$ cat src/hw/rtl/bpc_pkg.sv
package bpc_pkg;

    // Default sizes of the palette.
    localparam int MAX_BONES_DEF = 256;
    localparam int FRAC_BITS_DEF = 16;

    // Request command codes.
    localparam logic [2:0] CMD_LOCAL  = 3'd0;
    localparam logic [2:0] CMD_OFFSET = 3'd1;
    localparam logic [2:0] CMD_POSE   = 3'd2;
    localparam logic [2:0] CMD_PARENT = 3'd3;
    localparam logic [2:0] CMD_READ   = 3'd4;

    // Datapath operation codes.
    localparam logic [3:0] OP_NONE    = 4'd0;
    localparam logic [3:0] OP_CLEAR   = 4'd1;
    localparam logic [3:0] OP_LOAD_PL = 4'd2;
    localparam logic [3:0] OP_LOAD_PR = 4'd3;
    localparam logic [3:0] OP_LOAD_OC = 4'd4;
    localparam logic [3:0] OP_MUL     = 4'd5;
    localparam logic [3:0] OP_WR_COMB = 4'd6;
    localparam logic [3:0] OP_WR_PAL  = 4'd7;
    localparam logic [3:0] OP_READ    = 4'd8;

    // One matrix row of four elements, and a whole 4x4 matrix.
    typedef logic [3:0][31:0] row_t;
    typedef logic [3:0][3:0][31:0] mat_t;

    // Commands from the controller to the datapath.
    typedef struct packed {
        logic [3:0] op;
        logic       start;
        logic       capture;
        logic       hwr;
        logic       sat_clr;
        logic       rd_zero;
    } dp_cmd_t;

    // Status from the datapath to the controller.
    typedef struct packed {
        logic       done;
        logic       par_root;
        logic [2:0] req_cmd;
        logic [7:0] req_bone;
    } dp_stat_t;

endpackage

$ cat src/hw/rtl/bpc_ctrl.sv
module bpc_ctrl #(
    parameter int MAX_BONES = 256,
    parameter int BIDX_W    = 8
) (
    input  logic                 clk,
    input  logic                 rst_n,
    input  logic                 in_valid,
    output logic                 in_stall,
    output logic                 out_valid,
    input  logic                 out_stall,
    input  logic                 cfg_valid,
    output logic                 cfg_ready,
    input  logic [8:0]           bones_in_use,
    input  bpc_pkg::dp_stat_t    dp_stat,
    output bpc_pkg::dp_cmd_t     dp_cmd,
    output logic [BIDX_W-1:0]    bone_idx
);
    import bpc_pkg::*;

    localparam int CNT_W = $clog2(MAX_BONES + 1);

    localparam logic [3:0] S_CLEAR  = 4'd0;
    localparam logic [3:0] S_IDLE   = 4'd1;
    localparam logic [3:0] S_DISP   = 4'd2;
    localparam logic [3:0] S_LD_PL  = 4'd3;
    localparam logic [3:0] S_MUL_PL = 4'd4;
    localparam logic [3:0] S_LD_PR  = 4'd5;
    localparam logic [3:0] S_MUL_PR = 4'd6;
    localparam logic [3:0] S_WR_C   = 4'd7;
    localparam logic [3:0] S_LD_OC  = 4'd8;
    localparam logic [3:0] S_MUL_OC = 4'd9;
    localparam logic [3:0] S_WR_P   = 4'd10;
    localparam logic [3:0] S_READ   = 4'd11;

    logic [3:0]        state_reg;
    logic [3:0]        state_next;
    logic              go_reg;
    logic [BIDX_W-1:0] i_reg;
    logic [BIDX_W-1:0] i_next;
    logic              stale_reg;
    logic              stale_next;
    logic              out_valid_reg;
    logic [8:0]        bones_reg;
    logic [CNT_W-1:0]  n_cnt;
    logic              in_use;
    logic              last_bone;
    logic              accept;
    logic              is_write;
    logic              hwr_cmd;
    logic              sat_clr_cmd;

    // Bones in use, capped at the palette size.
    always_comb
    begin
        if (32'(bones_reg) > 32'(MAX_BONES))
        begin
            n_cnt = CNT_W'(MAX_BONES);
        end
        else
        begin
            n_cnt = CNT_W'(bones_reg);
        end
        in_use    = 32'(dp_stat.req_bone) < 32'(n_cnt);
        last_bone = (CNT_W'(i_reg) + CNT_W'(1)) == n_cnt;
        is_write  = (dp_stat.req_cmd == CMD_LOCAL) || (dp_stat.req_cmd == CMD_OFFSET)
                    || (dp_stat.req_cmd == CMD_POSE) || (dp_stat.req_cmd == CMD_PARENT);
        accept    = in_valid && !in_stall;
    end

    // Sequencing of requests and the recompute walk.
    always_comb
    begin
        state_next  = state_reg;
        i_next      = i_reg;
        stale_next  = stale_reg;
        hwr_cmd     = 1'b0;
        sat_clr_cmd = 1'b0;
        unique case (state_reg)
            S_CLEAR:
            begin
                if (dp_stat.done)
                begin
                    state_next = S_IDLE;
                end
            end
            S_IDLE:
            begin
                if (accept)
                begin
                    state_next = S_DISP;
                end
            end
            S_DISP:
            begin
                state_next = S_IDLE;
                if (dp_stat.req_cmd == CMD_READ)
                begin
                    state_next = S_READ;
                    if (stale_reg)
                    begin
                        sat_clr_cmd = 1'b1;
                        i_next      = '0;
                        if (n_cnt == '0)
                        begin
                            stale_next = 1'b0;
                        end
                        else
                        begin
                            state_next = S_LD_PL;
                        end
                    end
                end
                else if (is_write && in_use)
                begin
                    hwr_cmd    = 1'b1;
                    stale_next = 1'b1;
                end
            end
            S_LD_PL:
            begin
                if (dp_stat.done)
                begin
                    state_next = S_MUL_PL;
                end
            end
            S_MUL_PL:
            begin
                if (dp_stat.done)
                begin
                    state_next = dp_stat.par_root ? S_WR_C : S_LD_PR;
                end
            end
            S_LD_PR:
            begin
                if (dp_stat.done)
                begin
                    state_next = S_MUL_PR;
                end
            end
            S_MUL_PR:
            begin
                if (dp_stat.done)
                begin
                    state_next = S_WR_C;
                end
            end
            S_WR_C:
            begin
                if (dp_stat.done)
                begin
                    if (last_bone)
                    begin
                        i_next     = '0;
                        state_next = S_LD_OC;
                    end
                    else
                    begin
                        i_next     = i_reg + BIDX_W'(1);
                        state_next = S_LD_PL;
                    end
                end
            end
            S_LD_OC:
            begin
                if (dp_stat.done)
                begin
                    state_next = S_MUL_OC;
                end
            end
            S_MUL_OC:
            begin
                if (dp_stat.done)
                begin
                    state_next = S_WR_P;
                end
            end
            S_WR_P:
            begin
                if (dp_stat.done)
                begin
                    if (last_bone)
                    begin
                        stale_next = 1'b0;
                        state_next = S_READ;
                    end
                    else
                    begin
                        i_next     = i_reg + BIDX_W'(1);
                        state_next = S_LD_OC;
                    end
                end
            end
            S_READ:
            begin
                if (dp_stat.done)
                begin
                    state_next = S_IDLE;
                end
            end
            default:
            begin
                state_next = S_IDLE;
            end
        endcase
        if (cfg_valid && cfg_ready)
        begin
            stale_next = 1'b1;
        end
    end

    // Datapath operation for each state.
    always_comb
    begin
        unique case (state_reg)
            S_CLEAR:  dp_cmd.op = OP_CLEAR;
            S_LD_PL:  dp_cmd.op = OP_LOAD_PL;
            S_LD_PR:  dp_cmd.op = OP_LOAD_PR;
            S_LD_OC:  dp_cmd.op = OP_LOAD_OC;
            S_MUL_PL,
            S_MUL_PR,
            S_MUL_OC: dp_cmd.op = OP_MUL;
            S_WR_C:   dp_cmd.op = OP_WR_COMB;
            S_WR_P:   dp_cmd.op = OP_WR_PAL;
            S_READ:   dp_cmd.op = OP_READ;
            default:  dp_cmd.op = OP_NONE;
        endcase
        dp_cmd.start   = go_reg && (dp_cmd.op != OP_NONE);
        dp_cmd.capture = accept;
        dp_cmd.hwr     = hwr_cmd;
        dp_cmd.sat_clr = sat_clr_cmd;
        dp_cmd.rd_zero = !in_use;
    end

    // State and control registers.
    always_ff @(posedge clk or negedge rst_n)
    begin
        if (!rst_n)
        begin
            state_reg     <= S_CLEAR;
            go_reg        <= 1'b1;
            i_reg         <= '0;
            stale_reg     <= 1'b0;
            out_valid_reg <= 1'b0;
            bones_reg     <= 9'd1;
        end
        else
        begin
            state_reg <= state_next;
            go_reg    <= state_next != state_reg;
            i_reg     <= i_next;
            stale_reg <= stale_next;
            if (cfg_valid && cfg_ready)
            begin
                bones_reg <= bones_in_use;
            end
            if ((state_reg == S_READ) && dp_stat.done)
            begin
                out_valid_reg <= 1'b1;
            end
            else if (out_valid_reg && !out_stall)
            begin
                out_valid_reg <= 1'b0;
            end
        end
    end

    assign in_stall  = (state_reg != S_IDLE) || out_valid_reg;
    assign out_valid = out_valid_reg;
    assign cfg_ready = 1'b1;
    assign bone_idx  = i_reg;

endmodule

$ cat config.mk
export PLATFORM = sky130hd
export DESIGN_NAME = bpc_ctrl
export DESIGN_NICKNAME = d
export VERILOG_FILES = /design/src/hw/rtl/bpc_pkg.sv /design/src/hw/rtl/bpc_ctrl.sv
export SDC_FILE = /design/constraint.sdc
export NUM_CORES = 1
export LEC_CHECK = 0
export BUFFER_PORTS_ARGS = -buffer_cell sky130_fd_sc_hd__buf_2
export CAP_MARGIN = 10
export CORE_MARGIN = 3
export CORE_UTILIZATION = 45
export DETAILED_ROUTE_END_ITERATION = 6
export GPL_TIMING_DRIVEN = 0
export PLACE_DENSITY_LB_ADDON = 0.25
export SYNTH_ARGS = -nofsm -noshare
export SYNTH_HDL_FRONTEND = slang
export SYNTH_SLANG_ARGS = --single-unit
$ cat constraint.sdc
create_clock -name clk -period 3.05 [get_ports clk]
set_input_delay 0.1525 -clock clk [delete_from_list [all_inputs] [get_ports clk]]
set_output_delay 0.1525 -clock clk [all_outputs]
set_load 0.005 [all_outputs]
# Yosys cells after proc, flatten, opt, wreduce, memory -nomap -nowiden
# Memory sizes are Yosys's and may differ from the RTL's.
# Cells that the tools add are included.
[classes]
n_addsub = 2
n_lt_le_gt_ge = 2
eq_ne = 26
n_mux = 41
n_reduce_logical = 22
[op_table]
columns = ["op", "n"]
rows = [
  ["4-bit two-way mux", 14],
  ["8-bit two-way mux", 6],
  ["4-bit one-hot mux with 11 select lines", 1],
  ["8-bit one-hot mux with 3 select lines", 1],
  ["4-bit by 3-bit equality test with 1-bit output (second input constant)", 4],
  ["4-bit equality test (second input constant)", 4],
  ["1-bit two-way mux", 15],
  ["2-bit != test (second input constant)", 5],
  ["8-bit by 1-bit adder with 9-bit output (second input constant)", 1],
  ["9-bit equality test", 1],
  ["9-bit > comparator (second input constant)", 1],
  ["9-bit zero test", 1],
  ["8-bit by 9-bit less-than comparator with 1-bit output", 1],
  ["9-bit two-way mux", 1],
  ["8-bit by 1-bit adder with 8-bit output (second input constant)", 1],
  ["4-bit by 2-bit equality test with 1-bit output (second input constant)", 2],
  ["3-bit by 2-bit equality test with 1-bit output (second input constant)", 2],
  ["3-bit != test (second input constant)", 2],
  ["6-bit AND reduction", 1],
  ["3-bit nonzero test", 2],
  ["1-bit logical AND", 5],
  ["4-bit by 1-bit equality test with 1-bit output (second input constant)", 1],
  ["4-bit zero test", 1],
  ["1-bit logical OR", 4],
  ["other kinds (13)", 16],
]
[word_totals]
ff_bits = 24
mem_bits_ro = 64
output_inout_bits = 20
mem_count = 1
[memory_table]
columns = ["memory", "words", "word_bits", "read_ports", "rd_ports_with_merged_regs", "write_ports", "line", "text"]
rows = [
  ["(no name shown)", 16, 4, 1, 0, 0, "bpc_ctrl.sv:214", "unique case (state_reg)"],
]

# Longest topological paths before layout
# Gate-level depths: netlist of run 1.
[depth]
word_depth = 9
mapped_depth = 11
mapped_depth_nobuf = 10

# Worst setup path before layout of run 1
# OpenSTA, ideal clock, no wires.
[synth_path]
path_type = "reg2reg"
start = "reg i_reg[0] (netlist: bone_idx[0])"
end = "reg i_reg[4] (netlist: bone_idx[4])"
setup_ns = 0.064
arrival_time_ns = 2.634
setup_slack_ns = 0.352
path_stages_with_launch = 10
path_buffers = 0
synth_period_minus_slack_ns = 2.698
path_cell_list = "dfrtp_1 -> ha_1 -> xnor2_1 -> or3b_1 -> o31a_1 -> a221oi_4 -> nand3_4 -> a311oi_4 -> o21bai_1 -> a21o_1"
[synth_between]
elab_chain_cells = 5
elab_cells_between_ends = 10
[synth_rtl]
columns = ["item", "line", "text"]
rows = [
  ["from (decl)", "bpc_ctrl.sv:38", "logic [BIDX_W-1:0] i_reg;"],
  ["from (signal assigned)", "bpc_ctrl.sv:250", "i_reg <= i_next;"],
  ["8-bit by 1-bit adder with 9-bit output", "bpc_ctrl.sv:64", "last_bone = (CNT_W'(i_reg) + CNT_W'(1)) == n_cnt;"],
  ["9-bit equality test", "bpc_ctrl.sv:64", ""],
  ["8-bit two-way mux", "bpc_ctrl.sv:151", "if (last_bone)"],
  ["8-bit two-way mux", "bpc_ctrl.sv:149", "if (dp_stat.done)"],
  ["8-bit one-hot mux with 3 select lines", "bpc_ctrl.sv:78", "unique case (state_reg)"],
]
# Parallel ways exist; a longest one is shown, timed or not. The select of a mux whose other input is x is not followed.
# A chain may end at the register's enable or synchronous reset.

# Worst setup path in the final report of run 1
# Same ends and word-level chain as after synthesis.

==> run summary, run 1 <==
OUTCOME
--------------------------------------------------------------------------------
Result of the run                                                      completed

CLOCK TREE
--------------------------------------------------------------------------------
Clock tree from TritonCTS                                                   done
H-Tree Depth                                                                   1
Number of buffers on the longest clock path                                    2
Insertion delay of the later-clocked pin in the worst-skew pair           270 ps
Clock buffers created by TritonCTS                                             3
Cell at the root of the clock tree                                  sky130_fd_sc_hd__clkbuf_8
Number of sinks handled by clock tree synthesis                               24
Clock transition at the registers of the reported paths                    90 ps

GLOBAL ROUTE
--------------------------------------------------------------------------------
Total overflow reported by the global router                                   0
Number of global-route vias before repair                                   1953
First-pass GRT wire length                                              9.066 mm
Total global-route track usage                                            0.1842
Number of antenna violations at the first check in global routing              0
Largest net degree at the start of global routing                             25

SYNTH
--------------------------------------------------------------------------------
Flip-flop and latch count after synthesis                                     24
Post-Syn Nets                                                                300
Gate Count Post-Synth                                                        260
Syn Std Cell Area                                                     2231 sq um
Number of flops mapped to enable cells by yosys                                0
Count of warnings emitted by yosys                                             0
Top FF cell, synth                                                  sky130_fd_sc_hd__dfrtp_1
Netlist cell types                                                            64
Synth async-reset ratio                                                    1.000
Average cell area after synthesis                                    8.580 sq um
Sequential cell area fraction in the yosys report                         0.2703

WORST SETUP PATH
--------------------------------------------------------------------------------
Kind of start point of the critical path                                register
Data required, critical path                                             3270 ps
Critical path arrival                                                    3100 ps
Crit-path cells                                                     ha_2, xnor2_1, or3b_1, o31a_1, a221oi_4, nand3_4, a311oi_4, buf_4, o21bai_1, a21o_1
Critical Path Max Stage Delay                                             480 ps
Critical setup path kind                                            register to register
Peak fanout along the critical path                                            9
Critical Path Sink Type                                                 register
Slowest library cell on the worst path                              sky130_fd_sc_hd__dfrtp_2

PLACEMENT
--------------------------------------------------------------------------------
Count of buffers inserted at the top-level ports                              45
Worst slack, placed                                                     40.28 ps
Final HPWL DP                                                           4.073 mm
Gpl congestion                                                            0.8780
Number of placed instances with taps included                                370

DETAILED ROUTING
--------------------------------------------------------------------------------
Final wirelength                                                        5.302 mm
Via/cell ratio                                                             5.597
1st-iter DRT viols                                                           189
Vias                                                                        2110
Total DRC errors in the routed layout                                          0
Number of routed nets with antenna violations                                  0
Drt wl/cell                                                             14.06 um
Length of the first detailed-routing pass in iterations                        4

TIMING
--------------------------------------------------------------------------------
Max-Slew Margin vs Limit                                                  0.6024
Transition at the pin with the smallest max-transition slack            591.9 ps
Number of failing hold endpoints at the final stage                            0
TNS Setup                                                                   0 ps
Hold slack final                                                        78.37 ps
Achievable Freq                                                       0.3472 GHz
Post-route worst setup slack                                            169.5 ps
Final critical-path share of the clock period                             0.9444
Final-report setup violation count                                             0
Pins Over Slew Limit                                                           0
Setup repair after global routing missed its margin                        false
Fin crit period                                                          2880 ps
Clock skew after layout                                                 1.895 ps

FINAL LAYOUT
--------------------------------------------------------------------------------
Final layout net count                                                       353
Max FFs per register                                                           9
Area Growth Syn to Fin                                                    18.23%
Number of filler cells placed in the layout                                  440
Highest-count cells in the layout ignoring fill and taps            46 x sky130_fd_sc_hd__buf_2, 28 x sky130_fd_sc_hd__nand2_1, 21 x sky130_fd_sc_hd__dfrtp_1
Antenna Cells                                                                  0
Number of non-filler instances in the completed layout                       377
Most common library cell in the layout ignoring fill and taps       sky130_fd_sc_hd__buf_2
Reg area                                                             604.3 sq um
Area used by multi-input combinational logic                          1474 sq um
Fraction of layout cells with a size suffix above 1                       0.2917

FLOORPLAN
--------------------------------------------------------------------------------
Placeable core area                                                   4564 sq um
Standard-cell row count                                                       24
# IOs                                                                         47
Die extent in y                                                         76.41 um
Die extent in x                                                         76.41 um
Initial Util                                                              0.4888
Die area                                                              5838 sq um

POWER AND IR DROP
--------------------------------------------------------------------------------
Standby leakage power                                                   1.276 nW
Clock power share                                                          0.166
Switching Power                                                        0.7522 mW
Power Density                                                       663.6 nW/um^2
Net Sw Frac                                                               0.4297
Comb pwr share                                                             0.565
Worst voltage drop across the vdd grid                               0.0003368 V
Internal portion of total power                                        0.9981 mW
Sequential cell fraction of total power                                    0.269

FLOW RUN
--------------------------------------------------------------------------------
Number of maximum-capacitance violations                                       0

MIN PATH
--------------------------------------------------------------------------------
Hold WC Path Type                                                   input port to register

layout make-up:
cell class,count,share of cell area
buffer,16,0.04649
multi-input combinational,211,0.5588
clock buffer,3,0.01565
inverter,9,0.01281
clock inverter,1,0.01139
sequential,24,0.2291
timing repair buffer,48,0.09488
tap,65,0.03083
cell usage after synthesis, types with 4 or more instances:
cell,n,share of area
sky130_fd_sc_hd__o21ai_0,16,0.036
sky130_fd_sc_hd__mux2_2,8,0.040
sky130_fd_sc_hd__clkbuf_1,5,0.0084
sky130_fd_sc_hd__nor2_1,19,0.032
sky130_fd_sc_hd__o22ai_1,5,0.014
sky130_fd_sc_hd__a21oi_1,12,0.027
sky130_fd_sc_hd__o21bai_1,4,0.013
sky130_fd_sc_hd__nand2_1,28,0.047
sky130_fd_sc_hd__inv_1,8,0.013
sky130_fd_sc_hd__xnor2_1,4,0.016
sky130_fd_sc_hd__buf_4,5,0.017
sky130_fd_sc_hd__ha_1,13,0.073
sky130_fd_sc_hd__nand3_1,11,0.025
sky130_fd_sc_hd__dfrtp_1,22,0.25
sky130_fd_sc_hd__a31oi_1,4,0.011
sky130_fd_sc_hd__nor2b_1,4,0.011
sky130_fd_sc_hd__a21o_1,8,0.027
sky130_fd_sc_hd__nand2b_1,5,0.014
sky130_fd_sc_hd__nor3_1,12,0.027
routing by layer:
layer  share of wire  track usage  vias to the layer above  routed length, um
li1                -            -                     1054                  -
met1            0.49       0.2670                      974               2589
met2            0.43       0.2847                       77               2254
met3           0.077      0.03310                        5                408
met4          0.0094      0.03986                        0                 50
met5               0            0                        -                  0
critical path: cells and delay by family, from the launching register on:
family                     cells  cell delay, ps
DFF                            1             480
buffers and inverters          1             190
AOI/OAI and AO/OA              5            1190
and+or+nand+nor                2             540
adders and majority gates      1             250
xor gates and xnor gates       1             180
cell families after synthesis:
kind of cell	count (synthesis)	share of synthesized area
AOI/OAI and AO/OA	74	0.2434
xor gates and xnor gates	8	0.04431
adders and majority gates	13	0.07291
buffers and inverters	25	0.07011
DFF	24	0.2703
muxes	11	0.05384
other	1	0.001681
and+or+nand+nor	104	0.2434
stage by stage:
stage          total power [mW]    util  area, sq um
2_1_floorplan             1.170       -         2231
3_5_place_dp              1.435  0.5559         2537
4_1_cts                   1.732  0.5737         2619
5_1_grt                   1.890  0.5779         2638
3_3_place_gp              1.416  0.5559         2537
6_report                  1.750  0.5779         2638
worst paths after layout:
check,slack [ps],endpoint,cells past startpoint,startpoint
hold reg to reg,510,out_valid,2,out_valid
setup / recovery,170,bone_idx[4],10,bone_idx[0]
max in group asynchronous,2260,bone_idx[0],2,rst_n
hold / removal,80,out_valid,3,out_stall
min in group asynchronous,390,bones_reg[2],2,rst_n
setup reg to reg,170,bone_idx[4],10,bone_idx[0]
timing repair:
item                                   in CTS  in global routing
setup endpoints to repair                   1                 10
gates resized for setup                     0                  3
buffers inserted                            0                  2
endpoints found under the hold margin      22                  0
hold buffers                                1                  0
pin swaps                                   1                  1
power groups by stage:
stage / combinational, mW / sequential, mW / clock, mW
2_1_floorplan: 0.717 / 0.453 / 0
3_3_place_gp: 0.943 / 0.473 / 0
3_5_place_dp: 0.960 / 0.475 / 0
4_1_cts: 0.970 / 0.468 / 0.294
5_1_grt: 1.10 / 0.482 / 0.303
6_report: 0.989 / 0.471 / 0.291
(Power assumes the default switching activity.)
==> run 2: changes to the inputs <==
--- a/config.mk
+++ b/config.mk
@@ -8,7 +8,8 @@
 export BUFFER_PORTS_ARGS = -buffer_cell sky130_fd_sc_hd__buf_2
 export CAP_MARGIN = 10
 export CORE_MARGIN = 3
-export CORE_UTILIZATION = 45
+export CORE_UTILIZATION = 55
+export CTS_BUF_LIST = sky130_fd_sc_hd__clkbuf_16
 export DETAILED_ROUTE_END_ITERATION = 6
 export GPL_TIMING_DRIVEN = 0
 export PLACE_DENSITY_LB_ADDON = 0.25
==> constraint.sdc (replaced) <==
create_clock -name clk -period 3.15 [get_ports clk]
set_input_delay 0.1575 -clock clk [delete_from_list [all_inputs] [get_ports clk]]
set_output_delay 0.1575 -clock clk [all_outputs]
set_load 0.005 [all_outputs]
==> run 2 against run 1 <==
  * Register-to-register slack improved by 30 ps
  * Worst hold slack improved by 26 ps
  * Via count increased by 1.3%
  * Combinational power decreased by 3.5%
  * Highest routed layer unchanged
  * Non-clock buffer count decreased by 2
  * Fmax decreased by 2.4%
  * Clock power decreased by 4%
==> run summary, run 2 (synthesis results as in run 1) <==
CLOCK TREE
--------------------------------------------------------------------------------
Clock buffers created by TritonCTS                                             3   unchanged
Postcts setup bufs                                                             0   unchanged
Clock tree from TritonCTS                                                   done
Cell at the root of the clock tree                                  sky130_fd_sc_hd__clkbuf_16
Number of sinks handled by clock tree synthesis                               24   unchanged
Clock transition at the registers of the reported paths                    60 ps   -30 ps
Insertion delay of the later-clocked pin in the worst-skew pair           260 ps   about the same
H-Tree Depth                                                                   1   unchanged
Number of buffers on the longest clock path                                    2   unchanged

FLOORPLAN
--------------------------------------------------------------------------------
Die extent in y                                                         69.69 um   -8.8%
Standard-cell row count                                                       22   -8.3%
# IOs                                                                         47   unchanged
Die area                                                              4857 sq um   -17%
Initial Util                                                              0.5916   +0.1028
Placeable core area                                                   3771 sq um   -17%
Die extent in x                                                         69.69 um   -8.8%

PLACEMENT
--------------------------------------------------------------------------------
Gpl congestion                                                            0.9012   +2.6%
Final HPWL DP                                                           4.020 mm   -1.3%
Post-DP Area                                                          2516 sq um   -0.84%
Number of placed instances with taps included                                353   -4.6%
Count of buffers inserted at the top-level ports                              45   unchanged

FINAL LAYOUT
--------------------------------------------------------------------------------
Fraction of layout cells with a size suffix above 1                       0.2816   -0.01011
Most common library cell in the layout ignoring fill and taps       sky130_fd_sc_hd__buf_2
Final layout net count                                                       351   -0.57%
Area Growth Syn to Fin                                                    16.66%
Highest-count cells in the layout ignoring fill and taps            46 x sky130_fd_sc_hd__buf_2, 28 x sky130_fd_sc_hd__nand2_1, 21 x sky130_fd_sc_hd__dfrtp_1
Antenna Cells                                                                  0   unchanged
Number of filler cells placed in the layout                                  332   -25%
Layout Cell Area excl Fill                                            2603 sq um   -1.3%
Max FFs per register                                                           9   unchanged
Number of non-filler instances in the completed layout                       357   -5.3%

TIMING
--------------------------------------------------------------------------------
Setup repair after global routing missed its margin                        false
Max-Slew Margin vs Limit                                                  0.6201   +0.01771
TNS Setup                                                                   0 ps   unchanged
Final critical-path share of the clock period                             0.9372   -0.007237
Clock skew after layout                                                 1.057 ps   -0.8384 ps
Final-report setup violation count                                             0   unchanged
Pins Over Slew Limit                                                           0   unchanged
Achievable Freq                                                       0.3387 GHz   -2.4%
Fin crit period                                                          2952 ps   +71.64 ps
Transition at the pin with the smallest max-transition slack            565.5 ps   -26.37 ps
Number of failing hold endpoints at the final stage                            0   unchanged

DETAILED ROUTING
--------------------------------------------------------------------------------
Vias                                                                        2138   +1.3%
Final wirelength                                                        5.195 mm   -2.0%
Drt wl/cell                                                             14.55 um   +3.5%
Length of the first detailed-routing pass in iterations                        5   +1
Number of routed nets with antenna violations                                  0   unchanged
Total DRC errors in the routed layout                                          0   unchanged
Via/cell ratio                                                             5.989   +7.0%
1st-iter DRT viols                                                           197   +4.2%

WORST SETUP PATH
--------------------------------------------------------------------------------
Critical path arrival                                                    3100 ps   about the same
Data required, critical path                                             3290 ps   +20 ps
Critical Path Sink Type                                                 register
Critical setup path kind                                            register to register
Kind of start point of the critical path                                register
Peak fanout along the critical path                                            9   unchanged

OUTCOME
--------------------------------------------------------------------------------
Result of the run                                                      completed

POWER AND IR DROP
--------------------------------------------------------------------------------
Power Density                                                       647.6 nW/um^2   -2.4%
Worst voltage drop across the vdd grid                               0.0003376 V   +0.25%
Standby leakage power                                                   1.271 nW   -0.39%
Total Power Consumption                                                 1.685 mW   -3.7%

GLOBAL ROUTE
--------------------------------------------------------------------------------
Total overflow reported by the global router                                   0   unchanged
First-pass GRT wire length                                              8.894 mm   -1.9%
Largest net degree at the start of global routing                             25   unchanged
Total global-route track usage                                            0.2210   +0.03686
Number of antenna violations at the first check in global routing              0   unchanged
Number of global-route vias before repair                                   1891   -3.2%

MIN PATH
--------------------------------------------------------------------------------
Hold WC Path Type                                                   input port to register

FLOW RUN
--------------------------------------------------------------------------------
Number of maximum-capacitance violations                                       0   unchanged

[run 2: worst paths after layout]
kind / from / end / slack [ps] / cells after the start
min in group asynchronous: rst_n / bone_idx[4] / 420 / 2
min: out_stall / out_valid / 100 / 3
max reg2reg: bone_idx[0] / stale_reg / 200 / 9
min reg2reg: out_valid / out_valid / 510 / 2
max in group asynchronous: rst_n / bone_idx[0] / 2340 / 2
max: bone_idx[0] / stale_reg / 200 / 9
[run 2: report_power, final]
part           switching (mW)  leakage [nW]  internal (mW)
Clock                   0.109        0.0370          0.168
Sequential             0.0771         0.296          0.376
Combinational           0.540         0.939          0.415
Total                   0.726          1.27          0.959
[run 2: layer usage]
metal	vias up	share of wire	wire length (um)	track usage
met4	0	0.012	63	0.05106
met5	-	0	0	0
li1	1042	-	-	-
met1	998	0.47	2439	0.3327
met3	7	0.072	375	0.03188
met2	91	0.45	2317	0.3326
[run 2: what timing repair did]
item,in CTS,in global routing
hold buffers,1,0
setup endpoints to repair,0,8
endpoints found under the hold margin,22,0
resized for setup,0,2
[run 2: worst max-delay path, cell delays in order (launching register included)]
cell	delay [ps]
sky130_fd_sc_hd__dfrtp_2	470
sky130_fd_sc_hd__ha_1	290
sky130_fd_sc_hd__xnor2_1	210
sky130_fd_sc_hd__or3b_1	370
sky130_fd_sc_hd__o31a_1	280
sky130_fd_sc_hd__a221oi_4	350
sky130_fd_sc_hd__nand3_4	170
sky130_fd_sc_hd__o21ai_1	200
sky130_fd_sc_hd__o311ai_1	140
sky130_fd_sc_hd__a221o_1	360
[run 2: area by class of cell]
type,count,area (sq um),area share
Buffer,16,122.6,0.04712
Clock buffer,3,75.07,0.02885
Inverter,9,33.78,0.01298
Multi-Input combinational cell,211,1471,0.5654
Sequential cell,24,604.3,0.2322
Tap cell,48,60.06,0.02308
Timing Repair Buffer,46,235.2,0.09038
[run 2: stage by stage]
stage / util / hold WS, ps / setup slack (ps)
after global placement: 0.6672 / 176.4 / 204.8
after CTS: 0.6898 / 111.4 / 149.0
after floorplan: - / -138.1 / 452.2
after detailed placement: 0.6672 / 172.0 / 167.5
after global routing: 0.6901 / 132.1 / 14.78
final: 0.6901 / 104.5 / 197.9
